`src/hw/rtl/lsbsg_pkg.sv`:
```
// shared types, register indexes and reset values for the stego grid codec
package lsbsg_pkg;

  localparam int COORD_BITS_DEF = 12;

  localparam int CFG_IDX_BITS  = 3;
  localparam int CFG_DATA_BITS = 12;

  localparam logic [CFG_IDX_BITS-1:0] REG_MODE         = 3'd0;
  localparam logic [CFG_IDX_BITS-1:0] REG_IMAGE_WIDTH  = 3'd1;
  localparam logic [CFG_IDX_BITS-1:0] REG_IMAGE_HEIGHT = 3'd2;
  localparam logic [CFG_IDX_BITS-1:0] REG_GRID_STEP    = 3'd3;
  localparam logic [CFG_IDX_BITS-1:0] REG_MAX_CHARS    = 3'd4;

  localparam logic        MODE_EXTRACT = 1'b0;
  localparam logic        MODE_EMBED   = 1'b1;

  localparam logic [11:0] WIDTH_RST     = 12'd640;
  localparam logic [11:0] HEIGHT_RST    = 12'd480;
  localparam logic [7:0]  STEP_RST      = 8'd30;
  localparam logic [11:0] MAX_CHARS_RST = 12'd255;

  localparam logic [12:0] COUNT_MAX = 13'd8191;

  // which third of a character the next carrier pixel holds
  localparam logic [1:0] PHASE_HIGH = 2'd0;
  localparam logic [1:0] PHASE_MID  = 2'd1;
  localparam logic [1:0] PHASE_LOW  = 2'd2;

  typedef struct packed {
    logic       frame_start;
    logic [7:0] red_in;
    logic [7:0] green_in;
    logic [7:0] blue_in;
    logic [7:0] message_char;
  } pixel_t;

  typedef struct packed {
    logic [7:0] red_out;
    logic [7:0] green_out;
    logic [7:0] blue_out;
    logic       char_valid;
    logic [7:0] char_out;
    logic       next_char;
    logic       finished;
  } result_t;

endpackage

```
`src/hw/rtl/lsb_stego_grid_codec.sv`:
```
// top level of the lsb stego grid codec: grid tracking, embed/extract, output buffering
//
//  channel  | direction | handshake                   | payload
//  ---------+-----------+-----------------------------+---------------------------
//  pixel    | in        | pixel_valid / pixel_ready   | lsbsg_pkg::pixel_t
//  result   | out       | result_valid / result_ready | lsbsg_pkg::result_t
//  config   | in        | cfg_write (no wait)         | cfg_index, cfg_data
//
// one item per cycle sustained while out does not stall; results are registered
// all per-pixel work sits between the input port and the result register
// a skid register behind the result register lets one more item in while out is stalled
// pixel_ready drops only while the skid register is full
// synchronous reset clears position, message progress and config to defaults
module lsb_stego_grid_codec #(
  parameter int COORD_BITS = lsbsg_pkg::COORD_BITS_DEF
) (
  input  logic                                 clk,
  input  logic                                 rst,
  input  logic                                 pixel_valid,
  output logic                                 pixel_ready,
  input  lsbsg_pkg::pixel_t                    pixel,
  output logic                                 result_valid,
  input  logic                                 result_ready,
  output lsbsg_pkg::result_t                   result,
  input  logic                                 cfg_write,
  input  logic [lsbsg_pkg::CFG_IDX_BITS-1:0]   cfg_index,
  input  logic [lsbsg_pkg::CFG_DATA_BITS-1:0]  cfg_data
);

  // compare width: wide enough for coordinate plus step without wrap
  localparam int CMP_BITS = ((COORD_BITS > 12) ? COORD_BITS : 12) + 1;

  // configuration registers
  logic        mode;
  logic [11:0] image_width;
  logic [11:0] image_height;
  logic [7:0]  grid_step;
  logic [11:0] max_chars;

  // progress state
  logic [COORD_BITS-1:0] col_pos, col_pos_next;
  logic [COORD_BITS-1:0] row_pos, row_pos_next;
  logic [7:0]            col_phase, col_phase_next;
  logic [7:0]            row_phase, row_phase_next;
  logic [1:0]            bit_phase, bit_phase_next;
  logic [7:0]            char_accum, char_accum_next;
  logic [12:0]           char_count, char_count_next;
  logic                  done_flag, done_flag_next;

  // output buffering
  lsbsg_pkg::result_t result_new;
  lsbsg_pkg::result_t skid;
  logic               skid_valid;
  logic               pixel_fire;

  // working copies of state after an optional frame_start clear
  logic [COORD_BITS-1:0] col_cur, row_cur;
  logic [7:0]            col_ph_cur, row_ph_cur;
  logic [1:0]            bit_ph_cur;
  logic [7:0]            accum_cur;
  logic [12:0]           count_cur, count_inc;
  logic                  done_cur;
  logic [7:0]            step;
  logic [CMP_BITS-1:0]   col_ext, row_ext, width_ext, height_ext, step_ext;
  logic                  on_grid, active;
  logic [7:0]            ch, r, g, b, cout;
  logic [8:0]            col_ph_inc, row_ph_inc;

  assign pixel_ready = !skid_valid;
  assign pixel_fire  = pixel_valid && pixel_ready;

  // configuration writes
  always_ff @(posedge clk) begin
    if (rst) begin
      mode         <= lsbsg_pkg::MODE_EXTRACT;
      image_width  <= lsbsg_pkg::WIDTH_RST;
      image_height <= lsbsg_pkg::HEIGHT_RST;
      grid_step    <= lsbsg_pkg::STEP_RST;
      max_chars    <= lsbsg_pkg::MAX_CHARS_RST;
    end else if (cfg_write) begin
      case (cfg_index)
        lsbsg_pkg::REG_MODE:         mode         <= cfg_data[0];
        lsbsg_pkg::REG_IMAGE_WIDTH:  image_width  <= cfg_data[11:0];
        lsbsg_pkg::REG_IMAGE_HEIGHT: image_height <= cfg_data[11:0];
        lsbsg_pkg::REG_GRID_STEP:    grid_step    <= cfg_data[7:0];
        lsbsg_pkg::REG_MAX_CHARS:    max_chars    <= cfg_data[11:0];
        default: ;
      endcase
    end
  end

  // per-pixel datapath
  always_comb begin
    // frame_start clears all progress state before the pixel is looked at
    if (pixel.frame_start) begin
      col_cur    = '0;
      row_cur    = '0;
      col_ph_cur = '0;
      row_ph_cur = '0;
      bit_ph_cur = lsbsg_pkg::PHASE_HIGH;
      accum_cur  = '0;
      count_cur  = '0;
      done_cur   = 1'b0;
    end else begin
      col_cur    = col_pos;
      row_cur    = row_pos;
      col_ph_cur = col_phase;
      row_ph_cur = row_phase;
      bit_ph_cur = bit_phase;
      accum_cur  = char_accum;
      count_cur  = char_count;
      done_cur   = done_flag;
    end

    // a zero step behaves as one
    step       = (grid_step == 8'd0) ? 8'd1 : grid_step;
    col_ext    = CMP_BITS'(col_cur);
    row_ext    = CMP_BITS'(row_cur);
    width_ext  = CMP_BITS'(image_width);
    height_ext = CMP_BITS'(image_height);
    step_ext   = CMP_BITS'(step);

    on_grid = (col_cur != '0) && (col_ph_cur == 8'd0) && (col_ext + step_ext <= width_ext) &&
              (row_cur != '0) && (row_ph_cur == 8'd0) && (row_ext + step_ext <= height_ext);
    active  = on_grid && !done_cur;

    ch    = pixel.message_char;
    r     = pixel.red_in;
    g     = pixel.green_in;
    b     = pixel.blue_in;
    cout  = '0;
    count_inc = (count_cur < lsbsg_pkg::COUNT_MAX) ? count_cur + 13'd1 : count_cur;

    bit_phase_next  = bit_ph_cur;
    char_accum_next = accum_cur;
    char_count_next = count_cur;
    done_flag_next  = done_cur;
    result_new.char_valid = 1'b0;
    result_new.next_char  = 1'b0;

    if (active) begin
      if (mode == lsbsg_pkg::MODE_EMBED) begin
        case (bit_ph_cur)
          lsbsg_pkg::PHASE_HIGH: begin
            r = {r[7:1], ch[7]};
            g = {g[7:1], ch[6]};
            b = {b[7:1], ch[5]};
            bit_phase_next = lsbsg_pkg::PHASE_MID;
          end
          lsbsg_pkg::PHASE_MID: begin
            r = {r[7:1], ch[4]};
            g = {g[7:1], ch[3]};
            b = {b[7:1], ch[2]};
            bit_phase_next = lsbsg_pkg::PHASE_LOW;
          end
          default: begin
            r = {r[7:1], ch[1]};
            g = {g[7:1], ch[0]};
            bit_phase_next = lsbsg_pkg::PHASE_HIGH;
            result_new.next_char = 1'b1;
            char_count_next = count_inc;
            if (ch == 8'd0) begin
              done_flag_next = 1'b1;
            end
          end
        endcase
      end else begin
        case (bit_ph_cur)
          lsbsg_pkg::PHASE_HIGH: begin
            char_accum_next = {r[0], g[0], b[0], 5'd0};
            bit_phase_next  = lsbsg_pkg::PHASE_MID;
          end
          lsbsg_pkg::PHASE_MID: begin
            char_accum_next = accum_cur | {3'd0, r[0], g[0], b[0], 2'd0};
            bit_phase_next  = lsbsg_pkg::PHASE_LOW;
          end
          default: begin
            cout = accum_cur | {6'd0, r[0], g[0]};
            result_new.char_valid = 1'b1;
            char_accum_next = '0;
            bit_phase_next  = lsbsg_pkg::PHASE_HIGH;
            char_count_next = count_inc;
            // length limit counts the character just finished
            if ((cout == 8'd0) || (count_inc > {1'b0, max_chars})) begin
              done_flag_next = 1'b1;
            end
          end
        endcase
      end
    end

    // raster position, wraps at the configured image size
    col_ph_inc = {1'b0, col_ph_cur} + 9'd1;
    row_ph_inc = {1'b0, row_ph_cur} + 9'd1;
    if (col_ext + CMP_BITS'(1) >= width_ext) begin
      col_pos_next   = '0;
      col_phase_next = '0;
      if (row_ext + CMP_BITS'(1) >= height_ext) begin
        row_pos_next   = '0;
        row_phase_next = '0;
      end else begin
        row_pos_next   = row_cur + COORD_BITS'(1);
        row_phase_next = (row_ph_inc >= {1'b0, step}) ? 8'd0 : row_ph_inc[7:0];
      end
    end else begin
      col_pos_next   = col_cur + COORD_BITS'(1);
      col_phase_next = (col_ph_inc >= {1'b0, step}) ? 8'd0 : col_ph_inc[7:0];
      row_pos_next   = row_cur;
      row_phase_next = row_ph_cur;
    end

    result_new.red_out   = r;
    result_new.green_out = g;
    result_new.blue_out  = b;
    result_new.char_out  = cout;
    result_new.finished  = done_flag_next;
  end

  // progress state advances on every accepted item
  always_ff @(posedge clk) begin
    if (rst) begin
      col_pos    <= '0;
      row_pos    <= '0;
      col_phase  <= '0;
      row_phase  <= '0;
      bit_phase  <= lsbsg_pkg::PHASE_HIGH;
      char_accum <= '0;
      char_count <= '0;
      done_flag  <= 1'b0;
    end else if (pixel_fire) begin
      col_pos    <= col_pos_next;
      row_pos    <= row_pos_next;
      col_phase  <= col_phase_next;
      row_phase  <= row_phase_next;
      bit_phase  <= bit_phase_next;
      char_accum <= char_accum_next;
      char_count <= char_count_next;
      done_flag  <= done_flag_next;
    end
  end

  // result register with skid stage behind it
  always_ff @(posedge clk) begin
    if (rst) begin
      result_valid <= 1'b0;
      skid_valid   <= 1'b0;
    end else if (!result_valid || result_ready) begin
      if (skid_valid) begin
        result_valid <= 1'b1;
        skid_valid   <= 1'b0;
      end else begin
        result_valid <= pixel_fire;
      end
    end else if (pixel_fire) begin
      skid_valid <= 1'b1;
    end
  end

  always_ff @(posedge clk) begin
    if (!result_valid || result_ready) begin
      if (skid_valid) begin
        result <= skid;
      end else if (pixel_fire) begin
        result <= result_new;
      end
    end else if (pixel_fire) begin
      skid <= result_new;
    end
  end

  // skid stage only fills behind a waiting result
  a_skid_behind_result: assert property (@(posedge clk) disable iff (rst)
    skid_valid |-> result_valid)
    else $error("skid holds an item while result register is empty");

  // a result never both completes a character and asks for the next
  a_char_flags_exclusive: assert property (@(posedge clk) disable iff (rst)
    result_valid |-> !(result.char_valid && result.next_char))
    else $error("char_valid and next_char both set");

  // finishing sticks until a new frame
  a_done_sticky: assert property (@(posedge clk) disable iff (rst)
    (pixel_fire && done_flag && !pixel.frame_start) |=> done_flag)
    else $error("done flag dropped without frame_start");

  // the character phase never reaches the unused code
  a_bit_phase_range: assert property (@(posedge clk) disable iff (rst)
    bit_phase != 2'd3)
    else $error("bit phase out of range");

endmodule
```
`config.mk`:
```
export PLATFORM = sky130hd
export DESIGN_NAME = lsb_stego_grid_codec
export DESIGN_NICKNAME = d
export VERILOG_FILES = /design/src/hw/rtl/lsbsg_pkg.sv /design/src/hw/rtl/lsb_stego_grid_codec.sv
export SDC_FILE = /design/constraint.sdc
export NUM_CORES = 1
export LEC_CHECK = 0
export BUFFER_PORTS_ARGS = -buffer_cell sky130_fd_sc_hd__buf_2
export CAP_MARGIN = 40
export CORE_MARGIN = 8
export CORE_UTILIZATION = 59
export CTS_BUF_LIST = sky130_fd_sc_hd__clkbuf_4 sky130_fd_sc_hd__clkbuf_8 sky130_fd_sc_hd__clkbuf_16
export CTS_CLUSTER_DIAMETER = 60
export DETAILED_ROUTE_END_ITERATION = 7
export PLACE_DENSITY = 0.79
export SLEW_MARGIN = 20
export SYNTH_ARGS = -nofsm -noshare
export SYNTH_HDL_FRONTEND = slang
export SYNTH_SLANG_ARGS = --single-unit
```
`constraint.sdc`:
```
create_clock -name clk -period 11.7 [get_ports clk]
set_input_delay 1.17 -clock clk [delete_from_list [all_inputs] [get_ports clk]]
set_output_delay 1.17 -clock clk [all_outputs]
set_load 0.1 [all_outputs]
```
Word level (Yosys, flattened, before mapping)
Index checks and enable logic that the tools add are counted.
Word-level totals
  input port bits: 53
  register bits: 181
  output and inout port bits: 37
  logic and storage cells: 136
Operators by class
  add/sub/neg operators: 9
  reductions and logical operators: 31
  bitwise logic cells: 3
  muxes and demuxes: 51
  eq/ne operators: 5
  $lt $le $gt $ge: 8
Operator list (count)
  $mux W8: 14
  $mux W35: 2
  $mux W12: 5
  $mux W13: 4
  $logic_not A8 Y1: 5
  $add A12 B1 Y13 const B: 2
  $add A12 B8 Y13: 2
  $ge A13 B12 Y1: 2
  $le A13 B12 Y1: 2
  $add A12 B1 Y12 const B: 2
  $reduce_bool A12 Y1: 2
  $mux W1: 19
  $add A8 B1 Y9 const B: 2
  $ge A9 B8 Y1: 2
  $pmux W8 S2: 1
  $reduce_and A2 Y1: 7
  $add A13 B1 Y13 const B: 1
  $gt A13 B12 Y1: 1
  $lt A13 B13 Y1 const B: 1
  $or A8 B2 Y8: 1
  $or A8 B5 Y8: 1
  $logic_and A1 B1 Y1: 7
  $eq A3 B2 Y1 const B: 2
  $pmux W1 S2: 3
  other kinds (12): 17

Longest topological paths before layout
  depth in word-level cells: 12
  depth in mapped cells: 25
  gate-level depth less buffers: 20

Worst setup path after synthesis
Ideal clock, no wire load.
  kind: input to register
  start: input port pixel[32] (netlist name)
  end: register bit_phase[1]
  stages on the path: 24
  arrival: 6.043 ns
  setup time: 0.074 ns
  slack: 5.583 ns
  cells stage by stage: clkbuf_1 > buf_2 > buf_4 > buf_2 > buf_2 > buf_2 > nor2b_1 > ha_1 > ha_1 > o21ai_1 > a32oi_1 > a222oi_1 > o31ai_1 > nand3_1 > xor2_1 > nor2_1 > ha_1 > a2111o_1 > a21oi_1 > a211oi_1 > or2_2 > buf_1 > or4_1 > a31oi_1
Between the ends
  cells in the longest elaborated chain, start to end: 9
  elaborated cells between the ends (all ways): 25
  those cells by class: add/sub (2); order compare (2); eq/ne (1); mux (8); reduce/logical (12)
RTL lines
  from (decl): line lsb_stego_grid_codec.sv:21  | input lsbsg_pkg::pixel_t pixel,
  $mux W12 / $mux W8 (equally long branches): line lsb_stego_grid_codec.sv:95  | if (pixel.frame_start) begin
  $add A12 B8 Y13, or another cell as far along: line lsb_stego_grid_codec.sv:123  | on_grid = (col_cur != '0) && (col_ph_cur == 8'd0) && (col_ext + step_ext <= width_ext) &&
  $le A13 B12 Y1 / $logic_and A1 B1 Y1 (equally long branches): line lsb_stego_grid_codec.sv:123
  $logic_and A1 B1 Y1 (2 in series): line lsb_stego_grid_codec.sv:123
  $logic_and A1 B1 Y1 (2 in series): line lsb_stego_grid_codec.sv:124  | (row_cur != '0) && (row_ph_cur == 8'd0) && (row_ext + step_ext <= height_ext);
  $logic_and A1 B1 Y1: line lsb_stego_grid_codec.sv:125  | active = on_grid && !done_cur;
  $mux W2 *: line lsb_stego_grid_codec.sv:141  | if (active) begin
  to (signal assigned): line lsb_stego_grid_codec.sv:226  | bit_phase <= lsbsg_pkg::PHASE_HIGH;
  to (signal assigned): line lsb_stego_grid_codec.sv:235  | bit_phase <= bit_phase_next;
  to (decl): line lsb_stego_grid_codec.sv:45  | logic [1:0] bit_phase, bit_phase_next;
Every way passes the cells marked *; elsewhere a longest branch is shown, timed or not.
A chain may end at the register's enable or synchronous reset.

Worst setup path after layout
  start: input port pixel[32] (netlist name)
  end: register result[2] (netlist name), data pin
Between the ends
  cells in the longest elaborated chain, start to end: 11
  elaborated cells between the ends (all ways): 31
  those cells by class: add/sub (2); order compare (2); eq/ne (1); mux (12); bitwise (1); reduce/logical (13)
RTL lines
  $mux W12 / $mux W8 (equally long branches): line lsb_stego_grid_codec.sv:95
  $add A12 B8 Y13, or another cell as far along: line lsb_stego_grid_codec.sv:123
  $le A13 B12 Y1 / $logic_and A1 B1 Y1 (equally long branches): line lsb_stego_grid_codec.sv:123
  $logic_and A1 B1 Y1 (2 in series): line lsb_stego_grid_codec.sv:123
  $logic_and A1 B1 Y1 (2 in series): line lsb_stego_grid_codec.sv:124
  $logic_and A1 B1 Y1: line lsb_stego_grid_codec.sv:125
  $mux W8 *: line lsb_stego_grid_codec.sv:141
  $mux W35 *: line lsb_stego_grid_codec.sv:263  | end else if (pixel_fire) begin
  $mux W35 *: line lsb_stego_grid_codec.sv:261  | if (skid_valid) begin
  to (signal assigned): line lsb_stego_grid_codec.sv:262  | result <= skid;
  to (signal assigned): line lsb_stego_grid_codec.sv:264  | result <= result_new;
  to (decl): line lsb_stego_grid_codec.sv:24  | output lsbsg_pkg::result_t result,
Every way passes the cells marked *; elsewhere a longest branch is shown, timed or not. The select of a mux whose other input is x is not followed.

==> impl_metrics.py <==
metrics = {
    "status": {
        "status": "finished clean",
    },
    "floorplanning": {
        "core_mm2": 0.0187,
        "die_x_um": 154,
        "dieArea_mm2": 0.0237,
        "num_rows": 50,
        "die_height_um": 154,
        "io_pins": 90,
        "start_util_pct": 60.0,
    },
    "synthesis": {
        "synthFlopType": "dfxtp_1",
        "syn_area_mm2": 0.0112,
        "synth_seq_cells": 181,
        "syn_inst": 1301,
        "netlist_top_cells_area": "dfxtp_1 (20%), edfxtp_1 (19%), ha_1 (10%), nand2_1 (5.6%), a21oi_1 (4.4%)",
        "synth_edf_count": 70,
        "async_reset_ff_share_pct": 0,
        "yosys.area.top_type": "dfxtp_1",
        "ys_seq_area_share_pct": 38.5,
        "synth_warnings": 0,
        "avgSynthCellArea_um2": 8.63,
        "synth_top_area_share_pct": 19.8,
        "synth_cell_types": 70,
        "synthesis.nets": 1445,
    },
    "clocking": {
        "htreeDepth": 4,
        "cts_resized": 0,
        "cts_root_buffer": "clkbuf_16",
        "cts.clk_slew.worst_paths_ps": 70,
        "cts_sinks": 181,
        "numCtsBuffers": 17,
        "holdBufCountCts": 0,
        "clkLatencyLatePin_ps": 430,
        "clockBufferDepth": 2,
        "cts_tree": "built",
        "cts_setup_buffers": 0,
    },
    "min_path": {
        "hp-class": "reg2reg",
        "min_from": "image_width[5]$_SDFFE_PP0P_",
        "min_delay_path_depth": 2,
        "min_to": "image_width[5]$_SDFFE_PP0P_",
    },
    "cells_and_area": {
        "diodes": 0,
        "final_util_pct": 66.6,
        "drive_gt1_share_pct": 12.9,
        "final_common_cell": "nand2_1",
        "nNetsFinal": 1493,
        "area_growth_syn_to_layout_pct": 10.9,
        "layout_common_cells": "nand2_1 (167), dfxtp_1 (110), nor2_1 (104)",
    },
    "detailed_routing": {
        "vias": 9964,
        "wl_per_cell_um": 17.7,
        "route.detailed.drc": 0,
        "first_iter_violations": 718,
        "drtAntennaViolNets": 0,
        "first_pass_iters": 6,
        "drt-total-wl_um": 28200,
        "routed_via_density": 6.24,
    },
    "sta": {
        "grt_setup_unrepaired": "false",
        "finalHoldViolations": 0,
        "fmax_mhz": 149,
        "period_share_pct": 57.5,
        "skew_ps": 13.7,
        "maxSlewViolCount": 0,
        "setup_violations": 0,
        "fin_tns_setup_ps": 0,
        "finalCriticalPeriod_ps": 6730,
        "worstMarginPinSlew_ps": 805,
        "max-slew-margin-rel_pct": 45.9,
    },
    "flow_run": {
        "cap_viol_max_count": 0,
    },
    "critical_path": {
        "worstPathCellList": "buf_2 > buf_4 > inv_1 > buf_4 > nand2_1 > inv_1 > ha_1 > fa_1 > o221ai_1 > o211ai_1 > a31oi_1 > a21boi_0 > o211ai_1 > xor2_1 > nor2_1 > ha_1 > nand2_1 > nor2_1 > nand4_1 > a211o_1 > nor2_1 > nand4_2 > o31ai_1",
        "crit_arrival_ps": 6970,
        "critPathKind": "in2reg",
        "r2r_cells": 19,
        "crit_required_ps": 11940,
        "start_kind": "input pin",
        "cp_common_cell": "nor2_1",
        "reg2reg_to": "result[2]$_DFFE_PP_",
        "slowest_delay_ps": 560,
        "slowest_stage": "nand4_2",
        "reg2reg_setup_slack_ps": 5490,
        "critPathCaptureType": "flop",
        "timing.critical_path.fanout_max": 54,
        "rr_startpoint": "grid_step[2]$_SDFFE_PP1P_",
    },
    "power": {
        "power_density_mw_per_mm2": 115,
        "vdd_drop_max_mv": 0.104,
        "p_leak_nw": 4.94,
    },
    "grt": {
        "grt_max_degree": 83,
        "grt_overflow": 0,
        "antenna_found_initial": 0,
        "grt_usage_pct": 23.2,
        "grt_pass1_vias": 9213,
        "grt_pass1_wl_um": 45700,
    },
    "placed_design": {
        "dp_hpwl_um": 20200,
        "port_buffers": 89,
        "place_congestion": 0.957,
    },
}
final cells by class:
class | count | area, um^2
timing repair buffer | 106 | 626
multi-input combinational | 971 | 6320
tap | 234 | 293
clock inverter | 13 | 168
sequential | 181 | 4330
clock buffer | 19 | 447
fill | 1485 | 6250
inverter | 72 | 270
worst max path at each step:
stage	start	depth (start not counted)	slack, ps	end
after floorplan	pixel[32]	24	5580	bit_phase[1]$_SDFFE_PP0P_
after global placement	pixel[32]	23	5020	result[2]$_DFFE_PP_
after detailed placement	pixel[32]	23	4750	result[2]$_DFFE_PP_
after CTS	pixel[32]	23	5170	result[2]$_DFFE_PP_
after global routing	pixel[32]	23	4680	result[3]$_DFFE_PP_
final	pixel[32]	23	4970	result[2]$_DFFE_PP_
worst max-delay path, delay by kind of cell:
family,cells,cell delay [ps]
xor+xnor,1,190
compound gates,7,1940
simple gates,7,1720
fa+ha+maj,3,1000
buf+inv,5,910
where the power goes:
group | internal [W] | total, W | switching, W
clock | 0.000331 | 0.000593 | 0.000262
sequential | 0.000671 | 0.000680 | 0.00000889
combinational | 0.0000393 | 0.000161 | 0.000122
sequential cells by signal, summed over array words and instances (netlist names):
| register | cells |
|---|---|
| bit_phase | 2 |
| char_accum | 8 |
| char_count | 13 |
| col_phase | 8 |
| col_pos | 12 |
| done_flag | 1 |
| grid_step | 8 |
| image_height | 12 |
| image_width | 12 |
| max_chars | 12 |
| mode | 1 |
| result | 35 |
| result_valid | 1 |
| row_phase | 8 |
| row_pos | 12 |
| skid | 35 |
| skid_valid | 1 |
synth_stat cells, types with 4 or more instances:
| master | number |
|---|---|
| nand3_1 | 58 |
| nand3b_1 | 6 |
| nor2_1 | 105 |
| nand2_1 | 167 |
| a22o_1 | 9 |
| nand2b_1 | 16 |
| a22oi_1 | 17 |
| buf_2 | 9 |
| a211o_1 | 6 |
| o22ai_1 | 6 |
| a211oi_1 | 9 |
| or3_1 | 5 |
| a41oi_1 | 4 |
| mux2_2 | 23 |
| dfxtp_1 | 111 |
| o221ai_1 | 4 |
| ha_1 | 90 |
| clkbuf_1 | 57 |
| a31oi_1 | 9 |
| edfxtp_1 | 70 |
| inv_1 | 71 |
| o21ai_0 | 33 |
| a21o_1 | 9 |
| a221oi_1 | 4 |
| buf_1 | 7 |
| a32oi_1 | 14 |
| nor2b_1 | 41 |
| nor3_1 | 25 |
| nor4_1 | 14 |
| nand4_1 | 23 |
| and3_1 | 13 |
| xor2_1 | 28 |
| o211ai_1 | 22 |
| a21oi_1 | 99 |
| xnor2_1 | 31 |
| o31ai_1 | 19 |
| or2_2 | 5 |
| o21a_1 | 7 |
| and4_1 | 4 |
kinds of logic (layout without fill, tap and decap cells):
family                     Yosys count  count (layout)  synth area share, %
AOI/OAI and AO/OA                  298             298                 17.7
xor gates and xnor gates            59              59                 4.60
adders and majority gates           93              93                 10.4
buffers and inverters              149             210                 5.26
DFF                                181             181                 38.5
muxes                               25              25                 2.48
and+or+nand+nor                    496             496                 21.1
stage by stage:
step           instances  power [W]  hold slack [ps]  setup slack [ps]  cell area [um^2]
6_report            1596    0.00143              457              4970             12500
5_1_grt             1596    0.00148              470              4680             12500
4_1_cts             1592    0.00144              456              5170             12400
3_5_place_dp        1560   0.000852              447              4750             11800
3_3_place_gp        1555   0.000848              444              5020             11700
2_1_floorplan       1301   0.000811              425              5580             11200
metal layers:
layer | up-vias | wire (um) | track usage [%]
met5 | - | 0 | 0
met4 | 0 | 788 | 9.38
met3 | 64 | 1840 | 4.82
met2 | 394 | 12900 | 36.1
met1 | 4706 | 12700 | 30.9
li1 | 4800 | - | -
No activity file was read; power rests on OpenSTA's default activity.
